===== src/hdl/arp_cache_responder_unit_assert.svh =====
// ---------------------------------------------------------------------------
// ARP cache responder assertion macros
// Wrappers for the concurrent checks at the end of the top level.
// ---------------------------------------------------------------------------
`ifndef ARP_CACHE_RESPONDER_UNIT_ASSERT_SVH
`define ARP_CACHE_RESPONDER_UNIT_ASSERT_SVH

// Same-cycle implication, checked outside reset.
`define ACR_ASSERT_NOW(lbl, clk, rst_n, ante, cons) \
    lbl: assert property (@(posedge clk) disable iff (!(rst_n)) (ante) |-> (cons)) \
        else $error("arp cache responder: same-cycle check failed");

// Next-cycle implication, checked outside reset.
`define ACR_ASSERT_NEXT(lbl, clk, rst_n, ante, cons) \
    lbl: assert property (@(posedge clk) disable iff (!(rst_n)) (ante) |=> (cons)) \
        else $error("arp cache responder: next-cycle check failed");

`endif


===== src/hdl/acr_pkg.sv =====
// ---------------------------------------------------------------------------
// ARP cache responder package
// Shared constants, codes and controller/datapath interface types.
// ---------------------------------------------------------------------------
`default_nettype none

package acr_pkg;

    localparam int TABLE_ENTRIES_DEF = 64;
    localparam logic [7:0] TIMEOUT_RESET = 8'd15;

    // action codes
    localparam logic [1:0] ACT_REQUEST = 2'd0;
    localparam logic [1:0] ACT_REPLY   = 2'd1;
    localparam logic [1:0] ACT_TICK    = 2'd2;

    // result status codes
    localparam logic [2:0] STAT_REPLY   = 3'd0;
    localparam logic [2:0] STAT_NOMATCH = 3'd1;
    localparam logic [2:0] STAT_REFRESH = 3'd2;
    localparam logic [2:0] STAT_INSERT  = 3'd3;
    localparam logic [2:0] STAT_FULL    = 3'd4;
    localparam logic [2:0] STAT_TICK    = 3'd5;

    localparam logic [6:0] EXPIRED_MAX = 7'd127;

    typedef enum logic [1:0] {
        S_IDLE,
        S_SCAN,
        S_DONE
    } t_state;

    typedef struct packed {
        logic load;
        logic scan;
        logic finish;
    } t_cmd;

    typedef struct packed {
        logic scan_done;
        logic out_free;
    } t_sts;

endpackage

`default_nettype wire


===== src/hdl/acr_ctrl.sv =====
// ---------------------------------------------------------------------------
// ARP cache responder controller
// Sequences load, table sweep and result commit for one item at a time.
// ---------------------------------------------------------------------------
`default_nettype none

module acr_ctrl
    import acr_pkg::*;
(
    input  wire logic i_clk,
    input  wire logic i_rst_n,
    input  wire logic i_in_valid,
    output logic      o_in_ready,
    input  wire t_sts i_sts,
    output t_cmd      o_cmd
);

    t_state r_state;
    t_state n_state;

    always_ff @(posedge i_clk) begin
        if (!i_rst_n) begin
            r_state <= S_IDLE;
        end else begin
            r_state <= n_state;
        end
    end

    always_comb begin
        n_state = r_state;
        case (r_state)
            S_IDLE: begin
                if (i_in_valid) begin
                    n_state = S_SCAN;
                end
            end
            S_SCAN: begin
                if (i_sts.scan_done) begin
                    n_state = S_DONE;
                end
            end
            S_DONE: begin
                if (i_sts.out_free) begin
                    n_state = S_IDLE;
                end
            end
            default: begin
                n_state = S_IDLE;
            end
        endcase
    end

    always_comb begin
        o_in_ready = 1'b0;
        o_cmd      = '0;
        case (r_state)
            S_IDLE: begin
                o_in_ready = 1'b1;
                o_cmd.load = i_in_valid;
            end
            S_SCAN: begin
                o_cmd.scan = 1'b1;
            end
            S_DONE: begin
                o_cmd.finish = i_sts.out_free;
            end
            default: begin
                o_in_ready = 1'b0;
            end
        endcase
    end

endmodule

`default_nettype wire


===== config.mk =====
export PLATFORM = sky130hd
export DESIGN_NAME = acr_ctrl
export DESIGN_NICKNAME = d
export VERILOG_FILES = /design/src/hdl/arp_cache_responder_unit_assert.svh /design/src/hdl/acr_pkg.sv /design/src/hdl/acr_ctrl.sv
export SDC_FILE = /design/constraint.sdc
export NUM_CORES = 1
export LEC_CHECK = 0
export ABC_AREA = 0
export BUFFER_PORTS_ARGS = -buffer_cell sky130_fd_sc_hd__buf_2
export CAP_MARGIN = 25
export CORE_AREA = 4 4 41 43
export CTS_BUF_LIST = sky130_fd_sc_hd__clkbuf_8
export DETAILED_ROUTE_END_ITERATION = 8
export DIE_AREA = 0 0 45 47
export GPL_ROUTABILITY_DRIVEN = 0
export GPL_TIMING_DRIVEN = 0
export PLACE_DENSITY = 0.3
export SLEW_MARGIN = 20
export SYNTH_ARGS = -nofsm -noshare
export SYNTH_HDL_FRONTEND = slang
export SYNTH_SLANG_ARGS = --single-unit

===== constraint.sdc =====
create_clock -name i_clk -period 0.8 [get_ports i_clk]
set_input_delay 0.04 -clock i_clk [delete_from_list [all_inputs] [get_ports i_clk]]
set_output_delay 0.04 -clock i_clk [all_outputs]
set_load 0.02 [all_outputs]

# --- Word level (Yosys, flattened, before mapping) ---
# Cells that the tools add are included.
op_classes:
  eq_ne: 5
  mux: 8
  reduce_logical: 2
op_table:
  columns: ["op", "count"]
  rows:
  - ["2-bit 2-to-1 mux", 3]
  - ["2-bit inequality test (second input constant)", 3]
  - ["2-bit case mux with 3 select lines", 1]
  - ["1-bit 2-to-1 mux", 4]
  - ["3-bit AND reduction", 1]
  - ["2-bit by 1-bit == test with 1-bit output (second input constant)", 1]
  - ["2-bit == test (second input constant)", 1]
  - ["2-bit zero test", 1]
totals:
  ff_bits: 2
  in_bits: 5
  out_inout_bits: 4
  word_cells: 16

# --- Depth between registers and ports, before layout ---
# Gate-level depths: netlist (run 1).
logic_depth:
  depth_word: 3
  mapped_depth: 2
  depth_no_buf: 2

# --- Least setup slack after synthesis (run 1) ---
# Ideal clock, no wire load.
synth_path:
  kind: "reg2out"
  startpoint: "reg r_state[1]"
  endpoint: "out o_cmd[2] (netlist name)"
  arrival_ns: 0.935
  slack_ns: -0.175
  path_stages_with_launch: 3
  n_path_buf: 0
  path_cell_list: "dfxtp_1 -> nor2_1 -> and2_1"
synth_lines:
  columns: ["item", "line_no", "rtl"]
  rows:
  - ["start, declared", "acr_ctrl.sv:18", "t_state r_state;"]
  - ["start signal, assigned", "acr_ctrl.sv:25", "r_state <= n_state;"]
  - ["end, declared", "acr_ctrl.sv:15", "output t_cmd o_cmd"]

==> results.json, run 1 <==
{
  "finalSetupViolCount": 5,
  "finalHoldViolCount": 0,
  "synth_common_cells": "dfxtp_1 (2), nor2_1 (2)",
  "synthCells": 12,
  "worst_hold_slack_ns": 0.0969,
  "cts_tree": "built",
  "reg_top3": "r_state x2",
  "clock_latency_ns": 0.21,
  "drc": 0,
  "via_per_inst": 3.15,
  "drv_slew": 0,
  "ys_seq_area_frac": 0.337,
  "p_per_area_mw_per_mm2": 2340,
  "failed_checks": "negative setup slack",
  "core_area_mm2": 0.00130,
  "numPortBuffers": 8,
  "rsz0062_at_grt": "true",
  "fin_setup_tns_ns": -0.514,
  "regMostFlops": "r_state",
  "cap_viol_max_count": 0,
  "p_int_w": 0.000489,
  "synth_nets": 17,
  "grt_overflow_total": 0,
  "synth.top_cell.area_share": 0.337,
  "crit_fanout": 6,
  "ant_nets": 0,
  "die_h_um": 47,
  "rows": 13,
  "num_io_pins": 9,
  "ir_worst_vdd_mv": 1.34,
  "power.switching_w": 0.000131,
  "p_leak_nw": 0.119,
  "skew_ns": 0.00221,
  "final.min_clock_period_ns": 0.947,
  "swShare": 0.212,
  "critPathArrivalTime_ns": 0.91,
  "layout_setup_ws_ns": -0.147,
  "nets": 31,
  "synth_flop_cell": "dfxtp_1",
  "drt_first_pass_iters": 1,
  "hold_path_class": "in2reg",
  "largest_reg_flops": 2,
  "clkPwrFrac": 0.626,
  "h-tree-depth": 1,
  "cts.root.buffer_cell": "clkbuf_8",
  "clock_path_buffers": 2,
  "cp.required_ns": 0.76,
  "synthArstFlopShare": 0,
  "synth_seq_cells": 2,
  "setup.worst_path.end_class": "output port",
  "post_drt_wl_per_cell_um": 8.51,
  "r2r_slack_ns": -0.05,
  "synth_top_area_cell": "dfxtp_1",
  "syn2layout_area_growth_pct": 123,
  "status": "finished, violations left",
  "drt-initial-drc-count": 0,
  "fin_crit_sh": 1.18,
  "synthDistinctLibCells": 10,
  "synth_area_um2": 119,
  "antenna_found_initial": 0,
  "numCtsBuffers": 3,
  "slew_headroom": 0.904,
  "synth_area_leaders": "dfxtp_1 (34%), nand2b_4 (12%), nor3b_2 (11%)",
  "dieArea_mm2": 0.00212,
  "synth.avg_cell_area_um2": 9.91,
  "combPwrFrac": 0.185,
  "first_global_vias": 137,
  "grt_max_degree": 7,
  "seqPwrFrac": 0.189,
  "dieWidth_um": 45,
  "synth_edf_count": 0,
  "track_usage": 0.0402,
  "path_class": "reg2out",
  "clkSlewWorstSetupHoldPaths_ns": 0.03,
  "fmax_ghz": 1.06,
  "grt_pass1_wl_um": 572,
  "ys_warn_count": 0,
  "worstMarginPinSlew_ns": 0.143,
  "critPathLaunchType": "flop",
  "clkSinkCount": 2,
  "wirelength_um": 332,
  "vias": 123,
  "start_util": 0.0913,
  "insertedDiodeCount": 0,
  "drive_gt1_frac": 0.833
}
kinds of logic (layout without fill, tap and decap cells):
| kind of cell | Yosys count | after routing | synth area share |
|---|---|---|---|
| AOI/OAI and AO/OA | 1 | 1 | 0.0421 |
| buffers and inverters | 0 | 12 | 0 |
| DFF | 2 | 2 | 0.337 |
| and+or+nand+nor | 9 | 9 | 0.621 |
worst max-delay path, cell delays in order (launching register included):
cell and delay, ns:
dfxtp_4 0.36, and3b_2 0.21, buf_6 0.13
worst paths after layout:
path                   start          to  depth (start not counted)
setup reg to reg  r_state[1]  r_state[0]                          3
hold reg to reg   r_state[0]  r_state[1]                          2
setup / recovery  r_state[0]    o_cmd[0]                          2
hold / removal      i_sts[1]  r_state[1]                          3
per-stage QoR:
step / cell area, um^2 / worst slack (ns) / std cells / power, W / util
after global routing: 265 / -0.186 / 39 / 0.000671 / 0.204
after global placement: 186 / -0.0378 / 35 / 0.000209 / 0.143
after CTS: 265 / -0.153 / 39 / 0.000632 / 0.204
after floorplan: 128 / 0.0273 / 12 / 0.000177 / -
after detailed placement: 186 / -0.0487 / 35 / 0.000210 / 0.143
final: 265 / -0.147 / 39 / 0.000621 / 0.204
power by group through the flow:
stage                     sequential [W]  clock (W)  combinational (W)
after floorplan                 0.000119          0          0.0000585
after global placement          0.000121          0          0.0000880
after detailed placement        0.000121          0          0.0000891
after CTS                       0.000118   0.000397           0.000117
after global routing            0.000120   0.000428           0.000123
final                           0.000117   0.000388           0.000115
per-layer routing:
metal	track usage	up-vias	wire length, um
li1	-	67	-
met1	0.0475	51	158
met2	0.0480	5	145
met3	0.0498	0	28
met4	0	0	0
met5	0	-	0
cells in the final DEF (no fill, tap or decap):
| master | netlist | final |
|---|---|---|
| and3b_2 | 1 | 1 |
| o21ai_1 | 1 | 1 |
| buf_6 | 0 | 3 |
| nand4bb_1 | 1 | 1 |
| nor2_4 | 0 | 1 |
| buf_2 | 0 | 4 |
| and2_4 | 0 | 1 |
| buf_4 | 0 | 2 |
| nor3b_2 | 1 | 1 |
| dfxtp_4 | 0 | 2 |
| nand2b_4 | 1 | 1 |
| clkbuf_8 | 0 | 3 |
| nand2_1 | 1 | 1 |
| and2b_2 | 1 | 1 |
| nor2_1 | 2 | 1 |
cell type report:
type,count,area [um^2]
clock buffers,3,41.3
fillers,155,1040
repair buffers,9,68.8
well taps,15,18.8
multi-input cells,10,88.8
flip-flops and latches,2,47.5
timing repair:
item | 4_1_cts | 5_1_grt
hold buffers | 0 | 0
resized for setup | 12 | 0
buffers inserted | 1 | 0
pin swaps | 3 | 1
setup endpoints to repair | 5 | 6
(Power assumes the default switching activity.)
==> run 2: changes to the inputs <==
--- a/config.mk
+++ b/config.mk
@@ -6,6 +6,7 @@
 export NUM_CORES = 1
 export LEC_CHECK = 0
 export ABC_AREA = 0
+export ABC_CLOCK_PERIOD_IN_PS = 800
 export BUFFER_PORTS_ARGS = -buffer_cell sky130_fd_sc_hd__buf_2
 export CAP_MARGIN = 25
 export CORE_AREA = 4 4 41 43
==> constraint.sdc (replaced) <==
create_clock -name i_clk -period 0.8 [get_ports i_clk]
set_input_delay 0.24 -clock i_clk [delete_from_list [all_inputs] [get_ports i_clk]]
set_output_delay 0.24 -clock i_clk [all_outputs]
set_load 0.02 [all_outputs]
==> results.json, run 2 (synthesis results as in run 1) <==
{
  "status": "finished, violations left",
  "failed_checks": "negative setup slack",
  "final_common_cell": "buf_6",
  "hold_start": "i_rst_n",
  "cp.depth": 2,
  "reg_top3": "r_state x2",
  "dieWidth_um": 45,
  "track_usage": 0.0426,
  "cts_tree": "built",
  "start_util": 0.0913,
  "rr_startpoint": "r_state[1]",
  "final_cell_mix": "buf_6 (5), buf_2 (4), clkbuf_8 (3), dfxtp_4 (2), buf_4 (2)",
  "fill_cells": 149,
  "largest_reg_flops": 2,
  "drt_first_pass_iters": 2,
  "hpwl_um": 241,
  "r2r_slack_ns": -0.15,
  "reg2reg_to": "r_state[0]",
  "finalSetupViolCount": 6,
  "via_per_inst": 3.37,
  "slew_headroom": 0.909,
  "finalPower_w": 0.000640,
  "rows": 13,
  "startpoint": "r_state[0]",
  "grt_overflow_total": 0,
  "crit_fanout": 6,
  "place_inst": 35,
  "h-tree-depth": 1,
  "drt-initial-drc-count": 1,
  "fin_crit_sh": 1.44,
  "drv_slew": 0,
  "finalHoldViolCount": 0,
  "ant_nets": 0,
  "min_to": "r_state[0]",
  "drive_gt1_frac": 0.885,
  "grt_pass1_wl_um": 517,
  "clkSlewWorstSetupHoldPaths_ns": 0.02,
  "drc": 0,
  "numPortBuffers": 8,
  "rsz0062_at_grt": "true",
  "clkSinkCount": 2,
  "finalInstanceArea_um2": 292,
  "cp.required_ns": 0.56,
  "core_area_mm2": 0.00130,
  "clock_latency_ns": 0.21,
  "nets": 33,
  "worstMarginPinSlew_ns": 0.136,
  "clock_path_buffers": 2,
  "path_class": "reg2out",
  "num_io_pins": 9,
  "critPathArrivalTime_ns": 0.91,
  "regMostFlops": "r_state",
  "setup.worst_path.end_class": "output port",
  "cts.root.buffer_cell": "clkbuf_8",
  "numCtsBuffers": 3,
  "dp_slack_ns": -0.174,
  "p_per_area_mw_per_mm2": 2190,
  "critPathLaunchType": "flop",
  "r2r_cells": 4,
  "die_h_um": 47,
  "post_drt_wl_per_cell_um": 8.76,
  "skew_ns": 0.00293,
  "cpMaxStageDelayCell": "dfxtp_4",
  "cap_viol_max_count": 0,
  "crit_chain": "and3b_2 > buf_6",
  "layout_setup_ws_ns": -0.349,
  "fin_setup_tns_ns": -1.57,
  "insertedDiodeCount": 0,
  "syn2layout_area_growth_pct": 145,
  "crit_buf_inv": 1,
  "wirelength_um": 359,
  "hold_path_class": "in2reg",
  "fmax_ghz": 0.870,
  "dieArea_mm2": 0.00212,
  "stdcell_count": 41,
  "first_global_vias": 125,
  "p_leak_nw": 0.133,
  "max_stage_delay_ns": 0.36,
  "antenna_found_initial": 0,
  "ir_worst_vdd_mv": 1.50,
  "min_delay_path_depth": 3,
  "final.min_clock_period_ns": 1.15,
  "worst_path_dominant_cell_family": "flip-flops",
  "postPlaceCellArea_um2": 190,
  "grt_max_degree": 7,
  "vias": 138,
  "holdBufCountCts": 0
}
[run 2: changes by cell type in the layout (fill, tap and decap cells not counted), sizes merged]
cell,previous run,this run
buf,9,11
[run 2: worst max-delay path by stage]
stage and endpoint:
5_1_grt o_cmd[2], 2_1_floorplan o_cmd[2], 3_3_place_gp o_cmd[0], 4_1_cts o_cmd[0]
6_report o_cmd[0], 3_5_place_dp o_cmd[0]
[run 2: worst reg2reg max path, cell delays in order (launching register included)]
cell and delay (ns):
dfxtp_4 0.34, buf_4 0.13, buf_6 0.10, nand2b_4 0.14, nor3b_2 0.16
[run 2: power by group]
| group | internal, W | total (W) | switching (W) |
|---|---|---|---|
| sequential | 0.000107 | 0.000118 | 0.0000114 |
| combinational | 0.0000805 | 0.000134 | 0.0000539 |
| clock | 0.000317 | 0.000387 | 0.0000700 |
| total | 0.000504 | 0.000640 | 0.000135 |
[run 2: timing repair]
item	in CTS	in global routing
gates resized for setup	9	3
endpoints found under the setup margin	4	6
pin swaps	1	2
setup buffers	1	2
[run 2: area by class of cell]
cell class                 instances  area, um^2  share of cell area
clock buffer                       3        41.3               0.142
sequential                         2        47.5               0.163
tap                               15        18.8              0.0644
timing repair buffer              11        91.3               0.313
multi-input combinational         10        92.6               0.318
[run 2: through the flow]
stage           util  hold slack [ns]
2_1_floorplan      -            0.366
5_1_grt        0.224            0.319
6_report       0.224            0.307
3_5_place_dp   0.146            0.510
4_1_cts        0.204            0.292
3_3_place_gp   0.146            0.510
[run 2: metal layers]
layer | part of all wire | up-vias | track usage
li1 | - | 69 | -
met1 | 0.39 | 60 | 0.0406
met2 | 0.45 | 9 | 0.0508
met3 | 0.16 | 0 | 0.0690
met4 | 0 | 0 | 0
met5 | 0 | - | 0
